==> config.mk <==
export PLATFORM = sky130hd
export DESIGN_NAME = plip_ram
export DESIGN_NICKNAME = d
export VERILOG_FILES = /design/src/sv/plip_ram.sv
export SDC_FILE = /design/constraint.sdc
export NUM_CORES = 2
export LEC_CHECK = 0
export BUFFER_PORTS_ARGS = -buffer_cell sky130_fd_sc_hd__buf_2
export CAP_MARGIN = 20
export CORE_ASPECT_RATIO = 0.8
export CORE_UTILIZATION = 50
export DETAILED_ROUTE_END_ITERATION = 12
export GPL_ROUTABILITY_DRIVEN = 1
export PLACE_DENSITY = 0.68
export SLEW_MARGIN = 20
export SYNTH_ARGS = -nofsm -noshare
export SYNTH_HDL_FRONTEND = slang
export SYNTH_SLANG_ARGS = --single-unit
export TNS_END_PERCENT = 1
==> constraint.sdc <==
create_clock -name clock -period 3.66 [get_ports clock]
set_clock_uncertainty 0.2 [all_clocks]
set_input_delay 0.549 -clock clock [delete_from_list [all_inputs] [get_ports clock]]
set_output_delay 0.549 -clock clock [all_outputs]
set_load 0.01 [all_outputs]
==> src/sv/plip_ram.sv <==
// plip_ram: generic single write, single read memory with registered read
// no dependencies
module plip_ram #(
   parameter int WIDTH = 32,
   parameter int DEPTH = 128
) (
   input  logic                     clock,
   input  logic                     we,
   input  logic [$clog2(DEPTH)-1:0] waddr,
   input  logic [WIDTH-1:0]         wdata,
   input  logic [$clog2(DEPTH)-1:0] raddr,
   output logic [WIDTH-1:0]         rdata
);
   logic [WIDTH-1:0] mem_ff [DEPTH];
   logic [WIDTH-1:0] rdata_ff;

   always_ff @(posedge clock) begin
      if (we) begin
         mem_ff[waddr] <= wdata;
      end
      rdata_ff <= mem_ff[raddr];
   end

   assign rdata = rdata_ff;
endmodule

After elaboration in Yosys (flattened, before gate mapping). Memories as Yosys holds them, arrays and structs flattened. A register that Yosys moved wholly into a read port is not among the register bits. Cells that the tools add are included.

Bits in writable memories: 4096. Flip-flop bits (word level): 0. Input bits: 48. Memories kept: 1.

Multiplexer cells: 2.

Memory list: mem_ff (depth 128, width 32, rd ports 1, clocked after memory_dff 1, wr ports 1, line 14) `logic [WIDTH-1:0] mem_ff [DEPTH];`.

Operators by type and width (number): $mux 1 (2).

Logic depth before layout (Yosys ltp).
Depth in word-level cells: 2. Mapped depth: 8.

Worst setup path before layout. OpenSTA, ideal clock, no wires.

Path kind: input -> register. Start: in we. End: mem mem_ff[98][0], enable pin. Data required time: 2.999 ns. Stages on the path: 3. Setup slack: -0.328 ns. Arrival time: 3.327 ns. Library setup time: 0.461 ns. Cells stage by stage: clkbuf_1 nand4_1 nor3_1.

Cells in the longest elaborated chain, start to end: 2.

Ends and longest elaborated chain: from (decl) (line 8) `input logic we,`; $mux 1 (line 18) `if (we) begin`; $mux 1 (implied by the code) (line 19) `mem_ff[waddr] <= wdata;`; to (decl) (line 14).

Every way passes these cells.

==> impl_results.md <==
- Hold Fails Final Rpt: 2
- Routed WL: roughly 420000 um
- WP buf/inv: 4
- Initial Utilization: a little over 50%
- Worst slew pin tran: between 1 and 1.5 ns
- Vias in the first global route: a little over 70000
- R2R depth: 4
- Commonest non-fill, non-tap cells in the layout: edfxtp_1 (4096), mux4_2 (1344), clkbuf_16 (398)
- CTS tree: yes
- Pins Over Slew Limit: 0
- Hold Path Sink: mem_ff[32][1]
- Residual DRC: 42
- FF-to-FF End: rdata[29]
- Cell Area, Placed: between 150000 and 200000 sq um
- Sequential fraction of the synthesis area: between 70 and 80%
- Clk_lat worst skew: about 0.93 ns
- Hold_ws: -0.00403 ns
- Global route total overflow: 0
- Pre-antenna DRT Iters: 12
- Setup crit start kind: primary input
- Post-synth EDFFs: ~4100
- Port bufs: 79
- Pwr/cell area: 548 nW/um^2
- Worst EP arrival: ~3.6 ns
- P&R area growth vs syn: 15.7%
- Commonest non-fill, non-tap cell in the layout: edfxtp_1
- Largest net degree at the start of global routing: ~130
- Final instance area: 181000 sq um
- Initial antenna violation count: between 60 and 70
- RSZ-0062 raised after global routing: false
- Flops & latches, synth: just over 4000
- Mapped Nets: between 6000 and 7000
- WL/cell: between 30 and 40 um
- Status: finished with violations
- Postcts setup bufs: 0
- Hold depth: 1
- Hold Crit Class: primary input to flip-flop
- Slowest CP cell: mux4_2
- Pre-CTS setup slack: -0.267 ns
- Slew margin rel.: between 20% and 30%
- Crit. End Element: flip-flop
- Row count: 183
- CTS Buf Count: 390
- Share of cells above drive strength 1: 37.6%
- CP Data Required Time: 4.24 ns
- RR Startpoint: mem_ff[52][29]
- Fin crit share: between 80% and 90%
- Synth Cell Area: around 160000 sq um
- Final HPWL DP: ~240000 um
- Final nets: about 6600
- CORE AREA: 311000 sq um
- Reg clk slew, reported paths: 0.07 ns
- Gpl congestion: roughly 0.84
- Synth Flop Type: edfxtp_1
- Clock sink total: 4128
- First DRT Iteration DRCs: around 12000
- Max IR drop VDD: around 550 uV
- Final-report setup violation count: 0
- Die height: between 500 and 600 um
- Io pins: 80
- Syn Area/Cell: between 20 and 30 sq um
- Mapped Cells: about 6000
- Antenna-violating nets left: 1
- Crit path top cell by count: buf_12
- P_leak: between 50 and 60 nW
- Max stage delay on crit path: approximately 0.67 ns
- FMAX: between 300 and 400 MHz
- Max H-tree Level: 5
- Area of the die: about 310000 sq um
- Crit path max-delay family: multiplexers
- Worst-path fanout max: 19
- HP Start: wdata[1]
- Clk buf depth: 4
- Asr flop ratio synth: 0%
- Max cap viols: 0
- GRT Overall Usage: a little over a quarter
- Die Width: roughly 630 um
- Routed via count: approximately 73000
- Failing checks: antenna violations, design-rule violations, negative hold slack
- First-pass GRT wire length: ~580000 um
- Post-synth cell types: 17
- Setup CP Type: primary input to flip-flop
- Ys Warns: 0
- Worst setup margin: 0.641 ns
- Tmin final: 3.02 ns
- Total Negative Setup Slacks: 0 ns
- Vias per cell: approximately 6.6
- CP cell instances: buf_12 > buf_12 > buf_12 > buf_12 > mux4_2 > mux4_2 > mux4_2 > mux2_2
- Root buffer cell: clkbuf_16
- R2R Setup Slk: about 0.84 ns
- Filler instances: between 20000 and 25000
- CTS resizes: 0
[through the flow]
| step | hold WS, ns | utilization [%] | std cells | power (mW) |
|---|---|---|---|---|
| floorplan | 0.448 | - | 5990 | 55.8 |
| global placement | 0.567 | 53.9 | 10300 | 58.7 |
| detailed placement | 0.574 | 53.9 | 10300 | 58.8 |
| CTS | 0.000468 | 58.1 | 11100 | 99.5 |
| global route | 0.00672 | 58.2 | 11100 | 101 |
| finish | -0.00403 | 58.2 | 11100 | 99.1 |
[registers in the layout, summed over array words and instances, names as in the netlist]
name / cells
rdata: 32
mem_ff: 4096
[synthesized netlist by cell type (7+ instances only)]
cell / n / area share, %
nor2b_1: 7 / 0.028
dfxtp_1: 32 / 0.41
buf_1: 50 / 0.12
mux2_2: 32 / 0.23
mux4_2: 1344 / 19
clkbuf_1: 182 / 0.44
edfxtp_1: 4096 / 79
nand2_1: 14 / 0.034
nor3_1: 9 / 0.029
nor2_1: 122 / 0.29
nand3_1: 12 / 0.038
buf_2: 79 / 0.25
[report_power, final]
group	internal, mW	total, mW	switching (mW)
combinational	2.15	5.42	3.27
sequential	52.2	52.4	0.228
clock	23.9	41.3	17.3
[metal layers]
| layer | global-route usage [%] | wire, um | part of all wire, % | up-vias |
|---|---|---|---|---|
| li1 | - | - | - | 27600 |
| met1 | 38.7 | 157000 | 38 | 39600 |
| met2 | 39.8 | 191000 | 46 | 4939 |
| met3 | 8.06 | 56900 | 14 | 643 |
| met4 | 7.56 | 13100 | 3.1 | 30 |
| met5 | 0 | 171 | 0.041 | - |
[cell type report]
cell class	count	area [sq um]	share of cell area (%)
repair buffers	523	6580	3.64
flip-flops and latches	4128	124000	68.4
diodes	33	82.6	0.0457
clock inverters	209	2450	1.36
clock buffers	490	10500	5.81
well taps	4162	5210	2.88
multi-input cells	1546	32300	17.9
[worst max path at each step]
stage | from | end | cells past startpoint
6_report | raddr[0] | rdata[12] | 8
5_1_grt | raddr[0] | rdata[12] | 8
4_1_cts | raddr[0] | rdata[12] | 8
3_3_place_gp | raddr[0] | rdata[12] | 8
2_1_floorplan | we | mem_ff[98][0] | 3
3_5_place_dp | raddr[0] | rdata[12] | 8
[cell families (layout without fill, tap and decap cells)]
kind of cell | count (synthesis) | count (layout) | synth area share (%)
flip-flops | 4128 | 4128 | 79.1
AND/OR/NAND/NOR | 170 | 170 | 0.446
multiplexers | 1376 | 1376 | 19.6
other | 0 | 33 | 0
buffers and inverters | 316 | 1222 | 0.839
[worst register-to-register path: cells and delay by family, from the launching register on]
kind          cells  cell delay [ns]
multiplexers      4             2.14
flip-flops        1             0.39
[timing repair]
| action | 4_1_cts | 5_1_grt |
|---|---|---|
| endpoints found under the hold margin | 400 | 0 |
| hold buffers | 14 | 0 |
| endpoints found under the setup margin | 0 | 0 |
Power figures use the tool's default switching activity.
