==> src/sv/plip_pkg.sv <==
// plip_pkg: shared types and constants of the piecewise-linear inner product
// used by the divider, the channel interfaces and the top level
package plip_pkg;

   localparam int MAX_POINTS_DEF = 64;
   localparam int X_W     = 16;
   localparam int LVL_W   = 16;
   localparam int SCALE_W = 24;
   localparam int OUT_W   = 48;
   localparam int DIV_W   = 38;   // dividend and quotient width of the divider
   localparam int DVS_W   = 16;   // divisor width of the divider
   localparam int V_W     = 22;   // interpolated level, six extra fraction bits
   localparam int W_W     = 47;   // weighted product sum of one piece
   localparam int S_W     = 64;   // running integral
   localparam int ACC_W   = 68;   // scaling accumulator
   localparam int U_W     = 44;   // integral after first scale

   typedef enum logic [4:0] {
      ST_IDLE,
      ST_SK_ISSUE,
      ST_SK_RD1,
      ST_SK_CMP,
      ST_LOOP,
      ST_IP_M1,
      ST_IP_M2,
      ST_IP_DIV,
      ST_IP_WAIT,
      ST_W_MUL,
      ST_ACC_LO,
      ST_ACC_HI,
      ST_ADV,
      ST_FIN,
      ST_T_FOLD,
      ST_T_SUM,
      ST_U_LO,
      ST_U_HI,
      ST_U_RND,
      ST_R_LO,
      ST_R_HI,
      ST_OUT
   } state_type;

   typedef struct packed {
      logic             start;
      logic [DIV_W-1:0] dividend;
      logic [DVS_W-1:0] divisor;
   } div_req_type;

endpackage

==> src/sv/plip_div.sv <==
// plip_div: restoring divider, one quotient bit per cycle
// depends on plip_pkg for widths and the request struct
module plip_div import plip_pkg::*; (
   input  logic             clock,
   input  logic             reset,
   input  div_req_type      req,
   output logic             done,
   output logic [DIV_W-1:0] quotient
);
   localparam int CNT_W = $clog2(DIV_W);

   logic             busy_ff, busy_in;
   logic             done_ff, done_in;
   logic [CNT_W-1:0] cnt_ff, cnt_in;
   logic [DVS_W-1:0] rem_ff, rem_in;
   logic [DVS_W-1:0] dvs_ff, dvs_in;
   logic [DIV_W-1:0] quo_ff, quo_in;
   logic [DVS_W:0]   shifted;

   always_comb begin
      busy_in = busy_ff;
      done_in = 1'b0;
      cnt_in  = cnt_ff;
      rem_in  = rem_ff;
      dvs_in  = dvs_ff;
      quo_in  = quo_ff;
      shifted = {rem_ff, quo_ff[DIV_W-1]};
      if (req.start) begin
         busy_in = 1'b1;
         cnt_in  = '0;
         rem_in  = '0;
         dvs_in  = req.divisor;
         quo_in  = req.dividend;
      end else if (busy_ff) begin
         if (shifted >= {1'b0, dvs_ff}) begin
            rem_in = DVS_W'(shifted - {1'b0, dvs_ff});
            quo_in = {quo_ff[DIV_W-2:0], 1'b1};
         end else begin
            rem_in = shifted[DVS_W-1:0];
            quo_in = {quo_ff[DIV_W-2:0], 1'b0};
         end
         cnt_in = cnt_ff + 1'b1;
         if (cnt_ff == CNT_W'(DIV_W - 1)) begin
            busy_in = 1'b0;
            done_in = 1'b1;
         end
      end
   end

   always_ff @(posedge clock) begin
      if (reset) begin
         busy_ff <= 1'b0;
         done_ff <= 1'b0;
      end else begin
         busy_ff <= busy_in;
         done_ff <= done_in;
      end
      cnt_ff <= cnt_in;
      rem_ff <= rem_in;
      dvs_ff <= dvs_in;
      quo_ff <= quo_in;
   end

   assign done     = done_ff;
   assign quotient = quo_ff;
endmodule
==> config.mk <==
export PLATFORM = sky130hd
export DESIGN_NAME = plip_div
export DESIGN_NICKNAME = d
export VERILOG_FILES = /design/src/sv/plip_pkg.sv /design/src/sv/plip_div.sv
export SDC_FILE = /design/constraint.sdc
export NUM_CORES = 1
export LEC_CHECK = 0
export BUFFER_PORTS_ARGS = -buffer_cell sky130_fd_sc_hd__buf_2
export CORE_MARGIN = 4
export CORE_UTILIZATION = 54
export CTS_CLUSTER_DIAMETER = 80
export DETAILED_ROUTE_END_ITERATION = 10
export GPL_TIMING_DRIVEN = 0
export PLACE_DENSITY = 0.8
export SLEW_MARGIN = 20
export SYNTH_ARGS = -nofsm -noshare
export SYNTH_HDL_FRONTEND = slang
export SYNTH_SLANG_ARGS = --single-unit
==> constraint.sdc <==
create_clock -name clock -period 2.9 [get_ports clock]
set_input_delay 0.87 -clock clock [delete_from_list [all_inputs] [get_ports clock]]
set_output_delay 0.87 -clock clock [all_outputs]
set_load 0.1 [all_outputs]
# Yosys cells after proc, flatten, opt, wreduce, memory -nomap -nowiden
# Index checks and enable logic that the tools add are counted.
[totals]
elab_cells = 21
output_inout_bits = 39
register_bits = 78
in_bits = 57
[op_classes]
n_addsub = 2
eq_ne = 1
magnitude_cmp = 1
n_bitwise = 1
reduce_logical = 2
n_mux = 8
[ops]
columns = ["operator", "count"]
rows = [
  ["two-way mux 38 bit", 2],
  [">= comparator 17 x 16 -> 1 bit", 1],
  ["two-way mux 16 bit", 1],
  ["subtractor 16 bit", 1],
  ["adder 6 x 1 -> 6 bit, second input constant", 1],
  ["equality test 6 bit, second input constant", 1],
  ["two-way mux 1 bit", 5],
  ["OR reduction 3 bit", 1],
  ["nonzero test 2 bit", 1],
  ["NOT 1 bit", 1],
]

# Depth between registers and ports, before layout
# Gate-level depths: netlist of the first run.
[depth]
depth_word = 4
depth_mapped = 11
depth_no_buf = 9

# Worst setup path after synthesis of the first run
# No wires, ideal clock.
[synth_timing]
kind = "reg-to-reg"
startpoint = "register quo_ff[37], in the netlist quotient[37]"
endpoint = "register rem_ff[14]"
t_arrival_ns = 2.809
path_buffers = 0
path_stages_with_launch = 10
t_required_ns = 2.794
setup_slack_ns = -0.015
setup_time_ns = 0.106
period_less_slack_ns = 2.915
cell_sequence = "edfxtp_1 > inv_1 > ha_1 > fa_1 > nand2b_1 > a211oi_1 > o21bai_1 > a41oi_1 > xnor2_1 > o311ai_0"
[synth_via]
elab_chain_len = 2
word_cells_on_any_way = 3
classes_between = "add/sub (1); order compare (1); mux (1)"
[synth_lines]
columns = ["item", "line", "rtl"]
rows = [
  ["start, declared", "plip_div.sv:17", "logic [DIV_W-1:0] quo_ff, quo_in;"],
  ["start signal, assigned", "plip_div.sv:61", "quo_ff <= quo_in;"],
  ["subtractor 16 bit / >= comparator 17 x 16 -> 1 bit (equally long branches)", "plip_div.sv:36, plip_div.sv:35", ""],
  ["two-way mux 16 bit (*)", "plip_div.sv:35", "if (shifted >= {1'b0, dvs_ff}) begin"],
  ["end signal, assigned", "plip_div.sv:59", "rem_ff <= rem_in;"],
  ["end, declared", "plip_div.sv:15", "logic [DVS_W-1:0] rem_ff, rem_in;"],
]
# Mark *: on every way between the ends. The rest lies on a longest branch, timed or not.
# A chain may end at the register's enable or synchronous reset.

# Worst setup path in the final report of the first run
[layout_timing]
startpoint = "register dvs_ff[8]"
endpoint = "register rem_ff[5]"
[layout_via]
elab_chain_len = 2
[layout_lines]
columns = ["item", "line", "rtl"]
rows = [
  ["start, declared", "plip_div.sv:16", "logic [DVS_W-1:0] dvs_ff, dvs_in;"],
  ["start signal, assigned", "plip_div.sv:60", "dvs_ff <= dvs_in;"],
  [">= comparator 17 x 16 -> 1 bit", "plip_div.sv:35", ""],
  ["two-way mux 16 bit", "plip_div.sv:35", ""],
]
# No other way between the ends.

==> results of run 1 <==
-- sequential cells by signal, indices dropped and copies added (netlist names) --
register	cells
dvs_ff	16
rem_ff	16
done	1
quotient	38
busy_ff	1
cnt_ff	6
-- area by class of cell --
cell class | instances | area (sq um) | area share (%)
clock inverter | 7 | 87.6 | 1.78
buffer | 19 | 93.8 | 1.90
clock buffer | 9 | 124 | 2.51
tap | 99 | 124 | 2.51
sequential | 78 | 2100 | 42.7
timing repair buffer | 95 | 475 | 9.65
inverter | 22 | 82.6 | 1.68
multi-input combinational | 254 | 1840 | 37.3
-- synth_stat cells (2+ instances only) --
cell type,number
sky130_fd_sc_hd__nor2_1,32
sky130_fd_sc_hd__mux2_2,37
sky130_fd_sc_hd__o211ai_1,2
sky130_fd_sc_hd__a211o_1,2
sky130_fd_sc_hd__clkbuf_1,12
sky130_fd_sc_hd__nand3_1,12
sky130_fd_sc_hd__o21a_1,3
sky130_fd_sc_hd__nand2_1,28
sky130_fd_sc_hd__a21oi_1,19
sky130_fd_sc_hd__edfxtp_1,54
sky130_fd_sc_hd__nand2b_1,9
sky130_fd_sc_hd__inv_1,22
sky130_fd_sc_hd__nor3_1,4
sky130_fd_sc_hd__buf_4,2
sky130_fd_sc_hd__a311oi_1,10
sky130_fd_sc_hd__ha_1,18
sky130_fd_sc_hd__nand4_1,10
sky130_fd_sc_hd__or2_2,2
sky130_fd_sc_hd__dfxtp_1,24
sky130_fd_sc_hd__a211oi_1,4
sky130_fd_sc_hd__or3_1,2
sky130_fd_sc_hd__and3_1,3
sky130_fd_sc_hd__a31oi_1,4
sky130_fd_sc_hd__xnor2_1,6
sky130_fd_sc_hd__nand3b_1,2
sky130_fd_sc_hd__a21o_1,3
sky130_fd_sc_hd__a41oi_1,4
sky130_fd_sc_hd__o21ai_0,14
sky130_fd_sc_hd__o21bai_1,2
sky130_fd_sc_hd__o311ai_0,2
sky130_fd_sc_hd__buf_2,4
sky130_fd_sc_hd__xor2_1,4
-- how the worst max path moves through the flow --
stage / to / slack (ns) / cells after the start
3_5_place_dp: quotient[4] / -0.40 / 4
5_1_grt: rem_ff[5] / 0.01 / 10
6_report: rem_ff[5] / 0.19 / 9
4_1_cts: quotient[5] / 0.0003 / 4
2_1_floorplan: rem_ff[13] / 0.02 / 10
3_3_place_gp: quotient[12] / -0.32 / 4
-- cells by family after synthesis --
logic type	synth area share [%]
compound gates	13.1
fa+ha+maj	5.98
flops	51.3
simple gates	12.8
xor+xnor	2.14
mux	10.5
buf+inv	4.24
-- what timing repair did --
| action | 4_1_cts | 5_1_grt |
|---|---|---|
| hold buffers | 0 | 0 |
| setup endpoints to repair | 0 | 46 |
| resized for setup | 0 | 4 |
-- where the power goes --
part,internal (W),switching [W]
clock network,0.000420,0.000451
logic,0.000268,0.000720
registers,0.00130,0.0000536
total,0.00199,0.00122
-- worst max-delay path: stages (launching register included) --
cell                       delay (ns)
sky130_fd_sc_hd__edfxtp_1        0.33
sky130_fd_sc_hd__inv_1           0.04
sky130_fd_sc_hd__ha_1            0.39
sky130_fd_sc_hd__nand4_1         0.18
sky130_fd_sc_hd__or4_1           0.57
sky130_fd_sc_hd__and4_4          0.18
sky130_fd_sc_hd__a31oi_2         0.25
sky130_fd_sc_hd__clkbuf_4        0.28
sky130_fd_sc_hd__nand2_1         0.07
sky130_fd_sc_hd__a311oi_1        0.31
-- per-layer routing --
layer	up-vias	track usage, %
met2	134	35.0
met3	19	6.39
met1	1566	29.1
met4	0	8.05
met5	-	0
li1	1608	-
-- stage by stage --
stage	worst slack (ns)	std cells	hold WS [ns]	utilization [%]
6_report	0.186	583	0.487	67.2
4_1_cts	0.000292	583	0.496	67.1
2_1_floorplan	0.0226	373	0.458	-
3_5_place_dp	-0.403	567	0.483	64.2
5_1_grt	0.0146	583	0.523	67.2
3_3_place_gp	-0.321	567	0.468	64.2
==> results.md, run 1 <==
* run status: complete, no violations
* Max Clock Skew: 0.0118 ns
* Met2 Routed Length: 4580 um
* power per cell area: 652 nW/um^2
* root buffer cell: sky130_fd_sc_hd__clkbuf_8
* reported max-cap violation count: 0
* DIE AREA: 9050 sq um
* CTS tree: built
* per-cell routed wire length: 16.3 um
* Die X-Extent: 95.2 um
* largest fanout on the critical path: 10
* area of all placed cells without fillers: 4930 sq um
* async set-reset flop share out of synthesis: 0%
* Mean Syn Cell Area: 11.0 sq um
* hold path startpoint: cnt_ff[5]
* area overhead of the layout relative to synthesis: 20.2%
* layout cells sized above 1: 33.5%
* critical path type: register to register
* Routed met3 length: 719 um
* clock latency on the worst-skew pair: 0.37 ns
* clock tree sinks: 78
* Slew @ Worst Pin: 0.629 ns
* Worst IR Drop VDD: 0.000399 V
* leading cell type in the layout, fill and taps excluded: sky130_fd_sc_hd__buf_2
* wire length of the first global-routing pass: 15400 um
* internal reg-to-reg setup slack: 0.19 ns
* type of the worst min-delay path: register to register
* residual DRC count: 0
* launching element type of the critical path: register
* Post-synth EDFFs: 54
* Ys Warns: 0
* Final setup violation count: 0
* cell area reported after detailed placement: 4710 sq um
* number of detailed-route iterations in the first pass: 5
* via count normalized by instance count: 5.71
* final sum of negative setup slack: 0 ns
* Most used DFF post-synth: sky130_fd_sc_hd__edfxtp_1
* TritonCTS buffer count: 9
* Crit. End Element: register
* H-Tree Level Count: 3
* netlist area before placement: 4100 sq um
* Critical path origin: dvs_ff[8]
* number of antenna cells inserted: 0
* peak clock frequency supported by timing: 0.368 GHz
* commonest cells after routing, fill and taps aside: sky130_fd_sc_hd__buf_2 (98), sky130_fd_sc_hd__edfxtp_1 (54), sky130_fd_sc_hd__mux2_2 (37)
* endpoint with the worst hold slack: cnt_ff[5]
* NumNets Final: 555
* fraction of synthesized cell area taken by the top area cell type: 39.5%
* overall power after layout: 0.00322 W
* Mapped Nets: 449
* initial antenna violation count: 0
* post-synthesis cell count: 373
* Leak Pwr: 2.04 nW
* startpoint of the lowest-slack register-to-register path: dvs_ff[8]
* Max transition margin: 58.1%
* Final Critical Period: 2.71 ns
* maximum number of pins on one net before global-route repair: 39
* Remaining Overflow, GRT: 0
* core region area: 7330 sq um
* clock edge transition at the registers on the reported setup and hold paths: 0.09 ns
* required time of the critical path: 3.15 ns
* share of the clock period used by the worst path: 93.6%
* fraction of the yosys area taken by sequential cells: 51.3%
* Max clock buf depth: 2
* worst-case reg-to-reg path depth: 9
* Die Ht: 95.2 um
* final antenna-violating net count: 0
* register bit count reported by yosys: 78
* total count of max-transition violations in the final report: 0
* I/O Buffers: 95
* worst hold path depth: 2
* number of post-CTS setup repair buffers: 0
* setup repair after global routing missed its margin: no
* arrival time at the worst endpoint: 2.97 ns
* starting utilization of the core area: 55.9%
* number of fill cells: 547
* I/O pin count: 96
* capturing point of the worst reg2reg path: rem_ff[5]
* via count of the first global-routing pass: 3289
* library cell with the largest summed area after synthesis: sky130_fd_sc_hd__edfxtp_1
* all-layer global routing usage: 22.2%
* Rows: 31
* via count of the routed design: 3327
* top routing layer in use: met4
* post-detailed-routing wire length: 9520 um
* global placement routability congestion: 0.907
* M1 wire length: 4040 um
* post-synthesis cell type count: 49
* first-iteration detailed-routing DRC count: 297
* Final HPWL DP: 7030 um
* final hold viol count: 0
* ranking of synthesized cells by area: sky130_fd_sc_hd__edfxtp_1 (40%), sky130_fd_sc_hd__dfxtp_1 (12%), sky130_fd_sc_hd__mux2_2 (10%)
Power figures use the tool's default switching activity.
==> run 2, diff against run 1 <==
--- a/config.mk
+++ b/config.mk
@@ -7,11 +7,11 @@
 export LEC_CHECK = 0
 export BUFFER_PORTS_ARGS = -buffer_cell sky130_fd_sc_hd__buf_2
 export CORE_MARGIN = 4
-export CORE_UTILIZATION = 54
+export CORE_UTILIZATION = 58
 export CTS_CLUSTER_DIAMETER = 80
 export DETAILED_ROUTE_END_ITERATION = 10
 export GPL_TIMING_DRIVEN = 0
-export PLACE_DENSITY = 0.8
+export PLACE_DENSITY = 0.85
 export SLEW_MARGIN = 20
 export SYNTH_ARGS = -nofsm -noshare
 export SYNTH_HDL_FRONTEND = slang
==> constraint.sdc (replaced) <==
create_clock -name clock -period 3.4 [get_ports clock]
set_input_delay 1.02 -clock clock [delete_from_list [all_inputs] [get_ports clock]]
set_output_delay 1.02 -clock clock [all_outputs]
set_load 0.1 [all_outputs]
==> results.md, run 2 (same netlist as run 1, synthesis figures left out) <==
* CTS tree: built
* required time of the critical path: 3.38 ns
* worst hold path depth: 2
* worst-path cell chain: buf_2 > clkbuf_1 > clkbuf_1 > or2_2
* share of the clock period used by the worst path: 89.8%
* maximum number of pins on one net before global-route repair: 39
* post_cts resized: 0
* post-detailed-routing wire length: 10400 um
* Final setup violation count: 0
* first-iteration detailed-routing DRC count: 315
* delay-heaviest family, CP: buffers and inverters
* type of the worst min-delay path: register to register
* Worst IR Drop VDD: 0.000382 V
* Net Sw Frac: 38.0%
* sequential share of power: 42.9%
* clock edge transition at the registers on the reported setup and hold paths: 0.09 ns
* DIE AREA: 8480 sq um
* worst-case reg-to-reg path depth: 10
* internal reg-to-reg setup slack: 0.49 ns
* number of detailed-route iterations in the first pass: 5
* final sum of negative setup slack: 0 ns
* via count of the first global-routing pass: 3363
* arrival time at the worst endpoint: 3.03 ns
* area overhead of the layout relative to synthesis: 19.2%
* per-cell routed wire length: 18.0 um
* number of flip-flops under the largest register name: 38
* all-layer global routing usage: 25.2%
* largest incremental delay on the critical path: 0.80 ns
* via count of the routed design: 3463
* number of post-CTS setup repair buffers: 0
* NumNets Final: 555
* hold path startpoint: rem_ff[6]
* clock latency on the worst-skew pair: 0.36 ns
* Post-Route Utilization: 71.5%
* Die X-Extent: 92.1 um
* Remaining Overflow, GRT: 0
* capturing point of the worst reg2reg path: rem_ff[6]
* peak clock frequency supported by timing: 0.328 GHz
* hold slack: 0.499 ns
* commonest cells after routing, fill and taps aside: sky130_fd_sc_hd__buf_2 (99), sky130_fd_sc_hd__edfxtp_1 (54), sky130_fd_sc_hd__mux2_2 (37)
* part of the power in the clock network: 25.9%
* H-Tree Level Count: 3
* setup repair after global routing missed its margin: no
* run status: complete, no violations
* global placement routability congestion: 0.963
* Max transition margin: 39.8%
* Leak Pwr: 2.02 nW
* total count of max-transition violations in the final report: 0
* residual DRC count: 0
* met1 track utilization from global routing: 32.2%
* number of antenna cells inserted: 0
* internal power: 0.00168 W
* launching element type of the critical path: input port
* cell area reported after detailed placement: 4700 sq um
* final hold viol count: 0
* Max clock buf depth: 2
* final antenna-violating net count: 0
* Crit. End Element: register
* core region area: 6830 sq um
* TritonCTS buffer count: 9
* Switch Pwr: 0.00103 W
* Final Critical Period: 3.05 ns
* master of the slowest instance on the critical path: sky130_fd_sc_hd__or2_2
* wire length of the first global-routing pass: 16600 um
* Slew @ Worst Pin: 0.904 ns
* leading cell type in the layout, fill and taps excluded: sky130_fd_sc_hd__buf_2
* I/O Buffers: 95
* number of hold buffers added after CTS: 0
* endpoint with the worst hold slack: rem_ff[7]
* cell repeated most along the worst path: sky130_fd_sc_hd__clkbuf_1
* I/O pin count: 96
* layout cells sized above 1: 32.4%
* post-placement setup slack: 0.0209 ns
* least setup slack across all paths after layout: 0.347 ns
* critical path type: input port to register
* Crit path buffers/inverters: 3
* initial antenna violation count: 0
* via count normalized by instance count: 5.97
* power per cell area: 555 nW/um^2
* root buffer cell: sky130_fd_sc_hd__clkbuf_8
* Die Ht: 92.1 um
* Rows: 30
* startpoint of the lowest-slack register-to-register path: dvs_ff[9]
* reported max-cap violation count: 0
* Max Clock Skew: 0.0120 ns
* portion of total power attributed to combinational logic: 31.2%
* starting utilization of the core area: 60.0%
* busiest layer in global routing: met2
* area of all placed cells without fillers: 4890 sq um
* clock tree sinks: 78
* met2 track demand over resource in global routing: 40.5%
* Final HPWL DP: 7550 um
* global routing usage on met3: 6.40%
* largest fanout on the critical path: 38
run 2: power groups by stage:
stage	clock network, W	logic (W)	registers, W
final	0.000702	0.000846	0.00116
after global routing	0.000753	0.000895	0.00117
after detailed placement	0	0.000831	0.00118
after floorplan	0	0.000322	0.00152
after CTS	0.000704	0.000838	0.00116
after global placement	0	0.000813	0.00118
run 2: layout make-up:
| type | count | area, sq um |
|---|---|---|
| flip-flops and latches | 78 | 2100 |
| fillers | 492 | 1940 |
| multi-input cells | 254 | 1830 |
| repair buffers | 95 | 475 |
| clock buffers | 11 | 131 |
| well taps | 96 | 120 |
| plain buffers | 19 | 91.3 |
| inverters | 22 | 82.6 |
| clock inverters | 5 | 58.8 |
run 2: layer usage:
| metal | part of all wire, % | wire, um | vias to the layer above |
|---|---|---|---|
| met5 | 0 | 0 | - |
| met1 | 40 | 4130 | 1627 |
| met2 | 48 | 5030 | 190 |
| li1 | - | - | 1613 |
| met4 | 3.1 | 325 | 0 |
| met3 | 9.0 | 936 | 33 |
run 2: per-stage QoR:
stage	cells	total power, W
after floorplan	373	0.00184
after global placement	564	0.00199
after detailed placement	564	0.00201
after CTS	580	0.00270
after global routing	580	0.00282
final	580	0.00271
run 2: worst max path at each step:
| stage | startpoint | end | slack (ns) | cells past startpoint |
|---|---|---|---|---|
| after global routing | req[54] | quotient[3] | 0.16 | 4 |
| final | req[54] | quotient[3] | 0.35 | 4 |
| after floorplan | quotient[37] | rem_ff[14] | 0.49 | 9 |
| after CTS | req[54] | quotient[2] | 0.36 | 4 |
| after global placement | req[54] | quotient[1] | 0.09 | 4 |
| after detailed placement | req[54] | quotient[1] | 0.02 | 4 |
run 2: worst min-delay path, stage by stage, from the launching register on:
cell,delay [ns]
sky130_fd_sc_hd__dfxtp_1,0.34
sky130_fd_sc_hd__nand2_1,0.06
sky130_fd_sc_hd__a311oi_1,0.07
==> run 3, diff against run 2 <==
--- a/config.mk
+++ b/config.mk
@@ -5,13 +5,14 @@
 export SDC_FILE = /design/constraint.sdc
 export NUM_CORES = 1
 export LEC_CHECK = 0
+export ABC_AREA = 1
 export BUFFER_PORTS_ARGS = -buffer_cell sky130_fd_sc_hd__buf_2
 export CORE_MARGIN = 4
-export CORE_UTILIZATION = 58
+export CORE_UTILIZATION = 55
 export CTS_CLUSTER_DIAMETER = 80
 export DETAILED_ROUTE_END_ITERATION = 10
 export GPL_TIMING_DRIVEN = 0
-export PLACE_DENSITY = 0.85
+export PLACE_DENSITY = 0.83
 export SLEW_MARGIN = 20
 export SYNTH_ARGS = -nofsm -noshare
 export SYNTH_HDL_FRONTEND = slang
==> constraint.sdc (replaced) <==
create_clock -name clock -period 2.95 [get_ports clock]
set_input_delay 0.885 -clock clock [delete_from_list [all_inputs] [get_ports clock]]
set_output_delay 0.885 -clock clock [all_outputs]
set_load 0.1 [all_outputs]
==> results.md, run 3 <==
* run status: complete, no violations
* share of synthesized cell area in and, or, nand and nor gates: 32.2%
* Post-synth EDFFs: 54
* initial antenna violation count: 0
* share of the clock period used by the worst path: 76.8%
* post-detailed-routing wire length: 10200 um
* Leak Pwr: 2.66 nW
* Final setup violation count: 0
* netlist area before placement: 4300 sq um
* clock edge transition at the registers on the reported setup and hold paths: 0.08 ns
* via count of the routed design: 3880
* total count of max-transition violations in the final report: 0
* reported max-cap violation count: 0
* DIE AREA: 9290 sq um
* via count normalized by instance count: 5.12
* number of flip-flops under the largest register name: 38
* H-Tree Level Count: 3
* Crit. End Element: register
* hold slack: 0.475 ns
* critical path type: register to register
* Post-Route Utilization: 68.7%
* final hold viol count: 0
* Max transition margin: 37.7%
* fraction of the yosys area taken by sequential cells: 48.9%
* Mapped Nets: 624
* number of detailed-route iterations in the first pass: 5
* Slew @ Worst Pin: 0.932 ns
* final antenna-violating net count: 0
* root buffer cell: sky130_fd_sc_hd__clkbuf_8
* Routed met3 length: 818 um
* all-layer global routing usage: 23.9%
* Die Ht: 96.4 um
* clock latency on the worst-skew pair: 0.35 ns
* starting utilization of the core area: 58.0%
* largest family of logic cells by synthesized area: simple AND/OR/NAND/NOR gates
* post-synthesis cell count: 548
* Rows: 31
* layout cells sized above 1: 20.6%
* top routing layer in use: met4
* peak clock frequency supported by timing: 0.441 GHz
* NumNets Final: 730
* leading cell type in the layout, fill and taps excluded: sky130_fd_sc_hd__nand2_1
* ranking of synthesized cells by area: sky130_fd_sc_hd__edfxtp_1 (38%), sky130_fd_sc_hd__nand2_1 (21%), sky130_fd_sc_hd__dfxtp_1 (11%)
* TritonCTS buffer count: 9
* post-synthesis cell type count: 32
* post_cts resized: 0
* global placement routability congestion: 0.952
* Die X-Extent: 96.4 um
* maximum number of pins on one net before global-route repair: 47
* I/O pin count: 96
* number of post-CTS setup repair buffers: 0
* synthesized-area fraction occupied by xor and xnor cells: 1.43%
* required time of the critical path: 3.20 ns
* type of the worst min-delay path: register to register
* Mean Syn Cell Area: 7.84 sq um
* clock tree sinks: 78
* setup repair after global routing missed its margin: no
* launching element type of the critical path: register
* wire length of the first global-routing pass: 17100 um
* largest fanout on the critical path: 4
* per-cell routed wire length: 13.5 um
* library cell with the largest summed area after synthesis: sky130_fd_sc_hd__edfxtp_1
* cell area reported after detailed placement: 4890 sq um
* Worst IR Drop VDD: 0.000396 V
* adder and majority gate portion of the synthesized area: 5.71%
* Max Clock Skew: 0.00786 ns
* proportion of synthesized area in mux cells: 0%
* CTS tree: built
* area of all placed cells without fillers: 5090 sq um
* first-iteration detailed-routing DRC count: 217
* Met2 Routed Length: 4770 um
* arrival time at the worst endpoint: 2.51 ns
* power per cell area: 555 nW/um^2
* overall power after layout: 0.00282 W
* register bit count reported by yosys: 78
* residual DRC count: 0
* core region area: 7410 sq um
* commonest cells after routing, fill and taps aside: sky130_fd_sc_hd__nand2_1 (236), sky130_fd_sc_hd__buf_2 (97), sky130_fd_sc_hd__inv_1 (73)
* I/O Buffers: 95
* most frequent cell after synthesis: sky130_fd_sc_hd__nand2_1
* Max clock buf depth: 2
* async set-reset flop share out of synthesis: 0%
* Most used DFF post-synth: sky130_fd_sc_hd__edfxtp_1
* fraction of synthesized cell area taken by the top area cell type: 37.8%
* most used standard cells in the synthesized netlist: sky130_fd_sc_hd__nand2_1 (236), sky130_fd_sc_hd__inv_1 (73), sky130_fd_sc_hd__edfxtp_1 (54)
* number of hold buffers added after CTS: 0
* Ys Warns: 0
* compound-cell area share of the yosys netlist: 3.41%
* via count of the first global-routing pass: 3879
* number of antenna cells inserted: 0
* Remaining Overflow, GRT: 0
* M1 wire length: 4390 um
* Final HPWL DP: 7710 um
* final sum of negative setup slack: 0 ns
* area overhead of the layout relative to synthesis: 18.5%
* Final Critical Period: 2.27 ns
==> run 3: cell count changes in the layout (fill, tap and decap cells not counted), sizes merged, moves of 5 or more <==
cell	before	now
inv	23	79
a21oi	19	11
a211oi	5	0
nand2	28	242
nand3b	2	7
nand2b	9	0
a311oi	10	0
nand3	12	39
mux2	38	0
nand4	10	5
clkbuf	23	17
==> run 3: critical path, cell delays in order, from the launching register on <==
cell	delay, ns
sky130_fd_sc_hd__edfxtp_1	0.35
sky130_fd_sc_hd__inv_1	0.06
sky130_fd_sc_hd__ha_1	0.22
sky130_fd_sc_hd__fa_1	0.44
sky130_fd_sc_hd__nor2_1	0.13
sky130_fd_sc_hd__nor2_1	0.09
sky130_fd_sc_hd__o21ai_0	0.38
sky130_fd_sc_hd__nand2_1	0.17
sky130_fd_sc_hd__nand3_1	0.13
sky130_fd_sc_hd__nand3_2	0.07
sky130_fd_sc_hd__nand2_1	0.07
sky130_fd_sc_hd__nand2_1	0.04
==> run 3: through the flow <==
stage               cells  setup WS, ns
detailed placement    742         0.306
CTS                   758         0.686
finish                758         0.683
global placement      742         0.323
floorplan             548         0.352
global route          758         0.488
==> run 3: power by group <==
part | switching, W | total (W) | internal (W)
Sequential | 0.0000421 | 0.00131 | 0.00126
Combinational | 0.000586 | 0.000722 | 0.000136
Clock | 0.000404 | 0.000796 | 0.000392
==> run 3: layout make-up <==
class / count / area (sq um)
timing repair buffer: 95 / 475
tap: 99 / 124
clock buffer: 9 / 124
clock inverter: 7 / 71.3
multi-input combinational: 379 / 1840
sequential: 78 / 2100
buffer: 13 / 62.6
inverter: 78 / 293
fill: 603 / 2320
==> run 3: path summary, 6_finish.rpt <==
kind / slack [ns] / to / startpoint / cells after the start
setup / recovery: 0.68 / rem_ff[14] / quotient[37] / 11
hold reg to reg: 0.48 / rem_ff[15] / rem_ff[15] / 2
hold / removal: 0.48 / rem_ff[15] / rem_ff[15] / 2
setup reg to reg: 0.68 / rem_ff[14] / quotient[37] / 11
==> run 3: kinds of logic (layout without fill, tap and decap cells) <==
group / after synthesis / count (layout)
AND/OR/NAND/NOR: 327 / 327
AO/OA/AOI/OAI: 26 / 26
buffers and inverters: 91 / 202
adder cells (fa/ha/maj): 19 / 19
flip-flops: 78 / 78
XOR/XNOR: 7 / 7
==> run 3: routing by layer <==
metal,up-vias,global-route usage [%]
li1,1935,-
met1,1765,30.3
met2,155,39.4
met3,25,5.89
met4,0,9.46
met5,-,0
